**config.mk**
```make
export PLATFORM = sky130hd
export DESIGN_NAME = max_slope_dynamic_range_top
export DESIGN_NICKNAME = d
export VERILOG_FILES = /design/src/rtl/msdr_pkg.sv /design/src/rtl/msdr_dp.sv /design/src/rtl/msdr_ctrl.sv /design/src/rtl/max_slope_dynamic_range_top.sv
export SDC_FILE = /design/constraint.sdc
export NUM_CORES = 1
export LEC_CHECK = 0
export ABC_AREA = 1
export BUFFER_PORTS_ARGS = -buffer_cell sky130_fd_sc_hd__buf_2
export CORE_MARGIN = 3
export CORE_UTILIZATION = 69
export CTS_CLUSTER_DIAMETER = 200
export DETAILED_ROUTE_END_ITERATION = 10
export GPL_TIMING_DRIVEN = 1
export HOLD_SLACK_MARGIN = 0.1
export PLACE_DENSITY = 0.87
export SLEW_MARGIN = 20
export SYNTH_ARGS = -nofsm -noshare
export SYNTH_HDL_FRONTEND = slang
export SYNTH_SLANG_ARGS = --single-unit
```
**constraint.sdc**
```tcl
create_clock -name clk -period 5.4 [get_ports clk]
set_clock_uncertainty 0.1 [all_clocks]
set_input_delay 0.27 -clock clk [delete_from_list [all_inputs] [get_ports clk]]
set_output_delay 0.27 -clock clk [all_outputs]
set_load 0.005 [all_outputs]
```
**src/rtl/msdr_pkg.sv**
```systemverilog
package msdr_pkg;

  localparam int unsigned SAMPLE_W = 32;
  localparam int unsigned RATIO_W  = 16;
  localparam int unsigned COUNT_W  = 2;
  localparam int unsigned DIV_CNT_W = 5;

  localparam logic [RATIO_W-1:0] RATIO_MAX = '1;
  localparam logic [RATIO_W-1:0] RATIO_ONE = RATIO_W'(1);

  typedef struct packed {
    logic [SAMPLE_W-1:0] sample;
    logic                last;
  } in_t;

  typedef struct packed {
    logic [RATIO_W-1:0] ratio;
    logic               error;
  } out_t;

  // controller -> datapath
  typedef struct packed {
    logic accept;
    logic range0;
    logic range1;
    logic range2;
    logic clear;
    logic div_start;
    logic div_step;
    logic res_short;
    logic res_sat;
    logic res_div;
    logic load;
  } cmd_t;

  // datapath -> controller
  typedef struct packed {
    logic short_curve;
    logic sat;
    logic div_last;
    logic out_free;
  } status_t;

endpackage

```
**src/rtl/msdr_dp.sv**
```systemverilog
module msdr_dp #(
  parameter int unsigned FRAC_BITS = 8
) (
  input  logic             clk,
  input  logic             rst,
  input  msdr_pkg::cmd_t   cmd,
  output msdr_pkg::status_t status,
  input  msdr_pkg::in_t    in_data,
  output logic             out_valid,
  input  logic             out_stall,
  output msdr_pkg::out_t   out_data
);
  import msdr_pkg::*;

  localparam logic [SAMPLE_W-1:0] LIMIT = {SAMPLE_W{1'b1}} >> FRAC_BITS;

  logic [SAMPLE_W-1:0] previous_point;
  logic [SAMPLE_W-1:0] point_before_previous;
  logic [SAMPLE_W-1:0] best_slope;
  logic [SAMPLE_W-1:0] best_first;
  logic [SAMPLE_W-1:0] best_second;
  logic [SAMPLE_W-1:0] best_before;
  logic [SAMPLE_W-1:0] best_after;
  logic                before_valid;
  logic                after_valid;
  logic [COUNT_W-1:0]  points_seen;

  logic [SAMPLE_W-1:0] lo;
  logic [SAMPLE_W-1:0] hi;

  logic [SAMPLE_W-1:0] quot;
  logic [SAMPLE_W:0]   rem;
  logic [DIV_CNT_W-1:0] div_cnt;

  logic [RATIO_W-1:0]  res_ratio;
  logic                res_error;

  logic [SAMPLE_W-1:0] slope;
  logic [SAMPLE_W:0]   rem_shift;
  logic [SAMPLE_W:0]   rem_sub;
  logic [SAMPLE_W-1:0] numer;

  assign slope = (previous_point > in_data.sample) ? previous_point - in_data.sample
                                                   : in_data.sample - previous_point;
  assign rem_shift = {rem[SAMPLE_W-1:0], quot[SAMPLE_W-1]};
  assign rem_sub   = rem_shift - {1'b0, lo};
  assign numer     = hi << FRAC_BITS;

  assign status.short_curve = (points_seen < COUNT_W'(2));
  assign status.sat         = (lo == '0) || (hi >= LIMIT);
  assign status.div_last    = (div_cnt == '1);
  assign status.out_free    = !out_valid || !out_stall;

  always_ff @(posedge clk) begin
    if (rst) begin
      previous_point        <= '0;
      point_before_previous <= '0;
      best_slope            <= '0;
      best_first            <= '0;
      best_second           <= '0;
      best_before           <= '0;
      best_after            <= '0;
      before_valid          <= 1'b0;
      after_valid           <= 1'b0;
      points_seen           <= '0;
      div_cnt               <= '0;
      out_valid             <= 1'b0;
    end else begin
      if (cmd.accept) begin
        if (points_seen != '0) begin
          if (points_seen >= COUNT_W'(2) && !after_valid) begin
            best_after  <= in_data.sample;
            after_valid <= 1'b1;
          end
          if (points_seen == COUNT_W'(1)) begin
            best_slope   <= slope;
            best_first   <= previous_point;
            best_second  <= in_data.sample;
            before_valid <= 1'b0;
            after_valid  <= 1'b0;
          end else if (slope > best_slope) begin
            best_slope   <= slope;
            best_first   <= previous_point;
            best_second  <= in_data.sample;
            best_before  <= point_before_previous;
            before_valid <= 1'b1;
            after_valid  <= 1'b0;
          end
        end
        if (points_seen != '1) begin
          points_seen <= points_seen + COUNT_W'(1);
        end
        point_before_previous <= previous_point;
        previous_point        <= in_data.sample;
      end

      if (cmd.clear) begin
        previous_point        <= '0;
        point_before_previous <= '0;
        best_slope            <= '0;
        best_first            <= '0;
        best_second           <= '0;
        best_before           <= '0;
        best_after            <= '0;
        before_valid          <= 1'b0;
        after_valid           <= 1'b0;
        points_seen           <= '0;
      end

      if (cmd.div_start) begin
        div_cnt <= '0;
      end else if (cmd.div_step) begin
        div_cnt <= div_cnt + DIV_CNT_W'(1);
      end

      if (cmd.load) begin
        out_valid <= 1'b1;
      end else if (!out_stall) begin
        out_valid <= 1'b0;
      end
    end
  end

  // range, divider and result datapath, no reset needed
  always_ff @(posedge clk) begin
    if (cmd.range0) begin
      lo <= (best_first < best_second) ? best_first : best_second;
      hi <= (best_first > best_second) ? best_first : best_second;
    end else if (cmd.range1 && before_valid) begin
      if (best_before < lo) lo <= best_before;
      if (best_before > hi) hi <= best_before;
    end else if (cmd.range2 && after_valid) begin
      if (best_after < lo) lo <= best_after;
      if (best_after > hi) hi <= best_after;
    end

    // restoring division, one quotient bit per step
    if (cmd.div_start) begin
      quot <= numer;
      rem  <= '0;
    end else if (cmd.div_step) begin
      if (!rem_sub[SAMPLE_W]) begin
        rem  <= rem_sub;
        quot <= {quot[SAMPLE_W-2:0], 1'b1};
      end else begin
        rem  <= rem_shift;
        quot <= {quot[SAMPLE_W-2:0], 1'b0};
      end
    end

    if (cmd.res_short) begin
      res_ratio <= RATIO_ONE;
      res_error <= 1'b1;
    end else if (cmd.res_sat) begin
      res_ratio <= RATIO_MAX;
      res_error <= 1'b0;
    end else if (cmd.res_div) begin
      res_ratio <= (quot > SAMPLE_W'(RATIO_MAX)) ? RATIO_MAX : quot[RATIO_W-1:0];
      res_error <= 1'b0;
    end

    if (cmd.load) begin
      out_data.ratio <= res_ratio;
      out_data.error <= res_error;
    end
  end

  a_clear_empties: assert property (@(posedge clk) disable iff (rst)
    cmd.clear |=> (points_seen == '0) && !before_valid && !after_valid)
    else $error("curve state not cleared");

  a_neighbours_need_three: assert property (@(posedge clk) disable iff (rst)
    (before_valid || after_valid) |-> (points_seen == COUNT_W'(3)))
    else $error("neighbour sample valid with fewer than three samples");

  a_no_overwrite: assert property (@(posedge clk) disable iff (rst)
    cmd.load |-> status.out_free)
    else $error("result transaction overwritten");

  a_error_ratio: assert property (@(posedge clk) disable iff (rst)
    (out_valid && out_data.error) |-> (out_data.ratio == RATIO_ONE))
    else $error("error result without unit ratio");

endmodule

```
**src/rtl/msdr_ctrl.sv**
```systemverilog
module msdr_ctrl (
  input  logic              clk,
  input  logic              rst,
  input  logic              in_valid,
  output logic              in_stall,
  input  logic              in_last,
  input  msdr_pkg::status_t status,
  output msdr_pkg::cmd_t    cmd
);
  import msdr_pkg::*;

  typedef enum logic [2:0] {
    S_IDLE,
    S_RANGE0,
    S_RANGE1,
    S_RANGE2,
    S_CHECK,
    S_DIV,
    S_FIN,
    S_OUT
  } state_t;

  state_t state;

  assign in_stall = (state != S_IDLE);

  always_comb begin
    cmd = '0;
    unique case (state)
      S_IDLE:   cmd.accept = in_valid;
      S_RANGE0: begin
        cmd.range0 = 1'b1;
        if (status.short_curve) begin
          cmd.res_short = 1'b1;
          cmd.clear     = 1'b1;
        end
      end
      S_RANGE1: cmd.range1 = 1'b1;
      S_RANGE2: begin
        cmd.range2 = 1'b1;
        cmd.clear  = 1'b1;
      end
      S_CHECK: begin
        if (status.sat) begin
          cmd.res_sat = 1'b1;
        end else begin
          cmd.div_start = 1'b1;
        end
      end
      S_DIV:    cmd.div_step = 1'b1;
      S_FIN:    cmd.res_div  = 1'b1;
      S_OUT:    cmd.load     = status.out_free;
      default:  cmd = '0;
    endcase
  end

  always_ff @(posedge clk) begin
    if (rst) begin
      state <= S_IDLE;
    end else begin
      unique case (state)
        S_IDLE: begin
          if (in_valid && in_last) state <= S_RANGE0;
        end
        S_RANGE0: state <= status.short_curve ? S_OUT : S_RANGE1;
        S_RANGE1: state <= S_RANGE2;
        S_RANGE2: state <= S_CHECK;
        S_CHECK:  state <= status.sat ? S_OUT : S_DIV;
        S_DIV: begin
          if (status.div_last) state <= S_FIN;
        end
        S_FIN:    state <= S_OUT;
        S_OUT: begin
          if (status.out_free) state <= S_IDLE;
        end
        default:  state <= S_IDLE;
      endcase
    end
  end

  a_div_follows_start: assert property (@(posedge clk) disable iff (rst)
    cmd.div_start |=> (state == S_DIV))
    else $error("divider started without stepping");

  a_last_closes_curve: assert property (@(posedge clk) disable iff (rst)
    (state == S_IDLE && in_valid && in_last) |=> (state == S_RANGE0))
    else $error("closing transaction not finished");

endmodule

```
**src/rtl/max_slope_dynamic_range_top.sv**
```systemverilog
// Streams a curve of unsigned 32-bit samples (last marks the final one), keeps the first
// steepest neighbour pair with the samples either side of it, and on the closing sample
// returns max/min of those samples as FRAC_BITS fixed point, saturated to 16 bits; a curve
// of fewer than two samples returns ratio 1 with error set. Samples are taken only while
// idle. A closing sample holds off input through the range search, the saturation check,
// the bit-per-cycle restoring divider, the finish step and the output register load.
// A saturated result skips the divider and finish step, and a short curve goes straight
// from the first range step to the output load. The hold-off lasts longer while an earlier
// result still waits in the output register. The divider loop makes the longest hold-off.
// A finished result sits in the output register while the next curve streams in.
module max_slope_dynamic_range_top #(
  parameter int unsigned FRAC_BITS = 8
) (
  input  logic           clk,
  input  logic           rst,
  input  logic           in_valid,
  output logic           in_stall,
  input  msdr_pkg::in_t  in_data,
  output logic           out_valid,
  input  logic           out_stall,
  output msdr_pkg::out_t out_data
);
  import msdr_pkg::*;

  cmd_t    cmd;
  status_t status;

  msdr_ctrl u_ctrl (
    .clk      (clk),
    .rst      (rst),
    .in_valid (in_valid),
    .in_stall (in_stall),
    .in_last  (in_data.last),
    .status   (status),
    .cmd      (cmd)
  );

  msdr_dp #(
    .FRAC_BITS (FRAC_BITS)
  ) u_dp (
    .clk       (clk),
    .rst       (rst),
    .cmd       (cmd),
    .status    (status),
    .in_data   (in_data),
    .out_valid (out_valid),
    .out_stall (out_stall),
    .out_data  (out_data)
  );

endmodule
```
-- Word-level counts from Yosys, hierarchy flattened
Index checks and enable logic that the tools add are counted.
- register bits after elaboration: 399
- input port bits: 37
- output and inout port bits: 19
- logic and storage cells: 143
- $add $sub $neg: 5
- $lt $le $gt $ge: 12
- eq/ne operators: 16
- muxes and demuxes: 55
- bitwise logic cells: 1
- reductions and logical operators: 31
- operators by type and width (kind ; number):
    $mux W32 ; 22
    $gt A32 B32 Y1 ; 5
    $lt A32 B32 Y1 ; 3
    $sub A32 B32 Y32 ; 2
    $mux W16 ; 3
    $sub A33 B32 Y33 ; 1
    $ge A32 B24 Y1 const B ; 1
    $gt A32 B16 Y1 const B ; 1
    $logic_not A32 Y1 ; 1
    $pmux W3 S8 ; 1
    $mux W1 ; 23
    $reduce_and A3 Y1 ; 6
    $reduce_bool A3 Y1 ; 5
    $eq A3 B3 Y1 const B ; 4
    $mux W3 ; 4
    $reduce_bool A2 Y1 ; 4
    $eq A3 B2 Y1 const B ; 2
    $ne A2 B1 Y1 const B ; 3
    $ne A3 B3 Y1 const B ; 2
    $reduce_or A2 Y1 ; 3
    $add A5 B1 Y5 const B ; 1
    $eq A5 B5 Y1 const B ; 1
    $logic_and A1 B1 Y1 ; 4
    $ne A2 B2 Y1 const B ; 2
    13 further kinds ; 16

-- Logic depth before layout (Yosys ltp)
- word-level depth: 6
- depth in mapped cells: 37
- mapped depth without buffers: 33

-- Hierarchy
A second synthesis with hierarchy kept.
- cells, all modules: 4163
- area total of the unflattened synthesis: 28065.7 um2
- modules (own cells, without submodules) (module ; instances ; cells an instance ; area an instance (um2) ; sequential area each (um2)):
    msdr_dp ; 1 ; 4114 ; 27775.4 ; 8978.6
    msdr_ctrl ; 1 ; 49 ; 290.3 ; 60.1

-- Worst setup path before layout
OpenSTA, ideal clock, no wires.
- path type: flip-flop to flip-flop
- from: register u_dp.previous_point[0]
- to: register u_dp.best_first[13]
- library setup time: 0.058 ns
- arrival: 3.582 ns
- required time: 5.242 ns
- setup slack: 1.659 ns
- cell stages (with the launch flop): 31
- buffers on the path: 3
- clock period less this slack: 3.741 ns
- cells stage by stage: dfxtp_1 inv_1 ha_1 inv_1 fa_1 nand3_1 nand3_1 nand2_1 nand2_1 nand2_1 nand2_1 nand2_1 nand2_1 nand2_2 buf_2 nand2_1 nand2_1 inv_2 ha_1 nand2_1 nor3_1 nand3_1 nor2_1 nor2_2 nand2_2 nand2_1 nor2_2 buf_6 buf_2 nand2_1 nand2_1
- longest elaborated chain between the ends: 5
- elaborated cells on any way between the ends: 7
- those cells by class: 2 x add/sub; 2 x order compare; 1 x mux; 2 x reduce/logical
- ends and longest elaborated chain (item ; line ; text):
    from (decl) ; msdr_dp.sv:17 ; logic [SAMPLE_W-1:0] previous_point;
    from (signal assigned) ; msdr_dp.sv:94 ; previous_point <= in_data.sample;
    $sub A32 B32 Y32 (tied with other cells) ; msdr_dp.sv:44 ; : in_data.sample - previous_point;
    $mux W32 * ; msdr_dp.sv:43 ; assign slope = (previous_point > in_data.sample) ? previous_point - in_data.sample
    named net u_dp.slope[15] ; msdr_dp.sv:38 ; logic [SAMPLE_W-1:0] slope;
    $gt A32 B32 Y1 * ; msdr_dp.sv:81 ; end else if (slope > best_slope) begin
    $reduce_bool A2 Y1 (no source line) * ; n/a ;
    $reduce_and A3 Y1 (no source line) * ; n/a ;
    to (signal assigned) ; msdr_dp.sv:77 ; best_first <= previous_point;
    to (signal assigned) ; msdr_dp.sv:83 ; best_first <= previous_point;
    to (decl) ; msdr_dp.sv:20 ; logic [SAMPLE_W-1:0] best_first;
Mark *: on every way through the listed nets, which the timed path passes. The rest lies on a longest branch.
A chain may end at the register's enable or synchronous reset.

-- Final worst setup path
- from: register u_dp.previous_point[0]
- to: register u_dp.best_first[10]
The elaborated chain is that of the path after synthesis.

==> flow_summary.json <==
{
  "fillCellCount": 3251,
  "min_path_type": "in -> reg",
  "clock-root-buffer": "clkbuf_16",
  "initial_utilization_pct": 70.2,
  "clock.fmax_ghz": 0.203,
  "hold_violations": 0,
  "grt_max_degree": 71,
  "reg2regPathDepth": 29,
  "yosys-top-cells-area": "dfxtp_1 (21%), nand2_1 (20%), ha_1 (13%)",
  "cts_max_path_buffers": 3,
  "cp.arrival_ps": 5350,
  "clk_latency_ps": 580,
  "slowest_delay_ps": 460,
  "synth-simple-area-share_pct": 30.2,
  "cp-end-kind": "register",
  "holdPathEnd": "u_dp.after_valid",
  "yosysSeqAreaShare_pct": 32.3,
  "ant_nets": 0,
  "synth_edf_count": 105,
  "power.density_nw_per_um2": 601,
  "slowest_stage": "fa_1",
  "final_max_slew_viol_count": 0,
  "syn-instance-count": 4236,
  "synth-compound-area-share_pct": 11.8,
  "grt.total_usage_pct": 38.3,
  "yosys.area_share.xor_xnor_pct": 1.41,
  "cp_common_cell": "nand2_1",
  "synth_flop_cell": "dfxtp_1",
  "synth_top_area_cell": "dfxtp_1",
  "synth.mux.area_fraction_pct": 0,
  "peakVddDrop_mv": 0.637,
  "h-tree-depth": 2,
  "syn_to_final_growth_pct": 8.42,
  "path_max_fanout": 65,
  "grt_pass1_vias": 26200,
  "firstDrtPassIters": 7,
  "syn_area_um2": 28000,
  "setup_viol": 0,
  "synth_top_cell_area_share_pct": 21.0,
  "path_clk_slew_ps": 70,
  "final.setup.tns_ps": 0,
  "syn_nets": 4567,
  "mostFrequentLayoutCell": "nand2_1",
  "viasPerCell": 5.76,
  "cts_made_buffers": 43,
  "synthAdderAreaFrac_pct": 13.2,
  "worst_slew_pin_slew_ps": 864,
  "min_from": "in_valid",
  "synthArstFlopShare_pct": 0,
  "drcViolationCount": 0,
  "finalCritPeriodShare_pct": 91.3,
  "power_mw": 18.3,
  "final_cell_mix": "nand2_1 (1481), inv_1 (651), a21oi_1 (343)",
  "cts_tree": "built",
  "core_area_um2": 39900,
  "grt_overflow": 0,
  "pin_count": 56,
  "layout-drive-gt1-share_pct": 4.47,
  "synth-seq-cells": 399,
  "relSlewSlack_pct": 42.4,
  "first_iter_violations": 2512,
  "rr_startpoint": "u_dp.previous_point[0]",
  "required_ps": 5820,
  "r2r_slack_ps": 470,
  "worstSetupPathType": "reg -> reg",
  "antenna_found_initial": 1,
  "port_buffers": 55,
  "nets": 4595,
  "period_needed_ps": 4930,
  "start_kind": "register",
  "avgSynthCellArea_um2": 6.61,
  "core.rowCount": 73,
  "synth.distinct_cells": 43,
  "synth_top_family_by_area": "simple AND/OR/NAND/NOR gates",
  "min_path_cells": 6,
  "chipWidth_um": 207,
  "outcome": "complete, no violations",
  "numClockSinks": 399,
  "yosys_warnings": 0,
  "cap_violations": 0,
  "wl_um": 84500,
  "routedWlPerCell_um": 17.5,
  "place_hpwl_um": 62900,
  "die_h_um": 207,
  "grt_first_pass_wirelength_um": 135000,
  "num_vias": 27800,
  "rsz0062_at_grt": "false",
  "reg2reg_to": "u_dp.best_first[10]",
  "gp_congestion": 1.03,
  "p_leak_nw": 15.4,
  "die-area_um2": 43100
}
Yosys cell counts, types with 17 or more instances:
master,number
xnor2_1,19
xor2_1,26
nor2_1,175
o21ai_0,163
nand4_1,56
buf_2,41
clkbuf_1,73
a22oi_1,31
ha_1,291
inv_2,17
nand3_1,298
o22ai_1,24
inv_1,651
nor3_1,19
a21oi_1,344
nand2_1,1485
dfxtp_1,294
edfxtp_1,105
kinds of logic (layout without fill, tap and decap cells):
family / Yosys count / in the layout
AO/OA/AOI/OAI: 617 / 617
XOR/XNOR: 45 / 45
adder cells (fa/ha/maj): 294 / 294
buffers and inverters: 806 / 867
flip-flops: 399 / 399
other: 0 / 1
AND/OR/NAND/NOR: 2075 / 2075
layer usage:
layer | share of wire (%) | global-route usage (%) | vias up | routed length (µm)
li1 | - | - | 13600 | -
met1 | 40 | 48.3 | 12500 | 33500
met2 | 45 | 61.8 | 1334 | 37600
met3 | 9.0 | 6.66 | 271 | 7640
met4 | 6.9 | 22.9 | 0 | 5810
met5 | 0 | 0 | - | 0
report_power, final:
part	leakage, nW	internal [mW]	switching (mW)
Clock	0.674	1.65	1.28
Combinational	11.4	3.32	7.41
Sequential	3.38	3.98	0.626
Total	15.4	8.95	9.31
what timing repair did:
action	4_1_cts	5_1_grt
hold buffers	36	0
endpoints found under the hold margin	105	0
setup endpoints to repair	0	79
resized for setup	0	1
buffers inserted	0	0
critical path, delay by kind of cell (launching register included):
| family | cells | cell delay, ps |
|---|---|---|
| buffers and inverters | 5 | 900 |
| flip-flops | 1 | 370 |
| adder cells (fa/ha/maj) | 3 | 730 |
| AND/OR/NAND/NOR | 21 | 2710 |
how the worst max path moves through the flow:
| stage | end | start | slack, ps |
|---|---|---|---|
| floorplan | u_dp.best_first[13] | u_dp.previous_point[0] | 1660 |
| global placement | u_dp.best_second[27] | u_dp.previous_point[0] | 470 |
| detailed placement | u_dp.best_second[22] | u_dp.previous_point[0] | 530 |
| CTS | u_dp.best_first[10] | u_dp.previous_point[0] | 470 |
| global route | u_dp.best_first[21] | u_dp.previous_point[0] | 30 |
| finish | u_dp.best_first[10] | u_dp.previous_point[0] | 470 |
through the flow:
stage               hold WS [ps]  utilization (%)  worst slack (ps)  std cells  instance area (µm²)
finish                       322             76.1               468       4823                30400
global route                 336             76.1              27.9       4823                30400
CTS                          291             76.1               469       4822                30400
detailed placement           314             71.7               530       4708                28600
global placement             315             71.7               468       4708                28600
floorplan                    239                -              1660       4236                28000
flip-flops by register name, indices dropped and copies added (netlist names):
name	flops
u_dp.best_before	32
u_dp.out_valid	1
u_dp.rem	32
u_dp.lo	32
u_dp.point_before_previous	32
u_dp.best_after	32
u_dp.before_valid	1
u_dp.res_ratio	16
u_ctrl.state	3
u_dp.hi	32
u_dp.after_valid	1
u_dp.out_data	17
u_dp.previous_point	32
u_dp.points_seen	2
u_dp.res_error	1
u_dp.best_slope	32
u_dp.best_first	32
u_dp.quot	32
u_dp.best_second	32
u_dp.div_cnt	5
final cells by class:
| class | count | area (µm²) | share of cell area [%] |
|---|---|---|---|
| multi-input cells | 3031 | 15900 | 52.4 |
| inverters | 670 | 2520 | 8.28 |
| well taps | 525 | 657 | 2.16 |
| clock buffers | 54 | 1170 | 3.85 |
| repair buffers | 119 | 871 | 2.87 |
| diodes | 1 | 2.50 | 0.00824 |
| flip-flops and latches | 399 | 9040 | 29.8 |
| clock inverters | 24 | 213 | 0.700 |
Power figures use the tool's default switching activity.
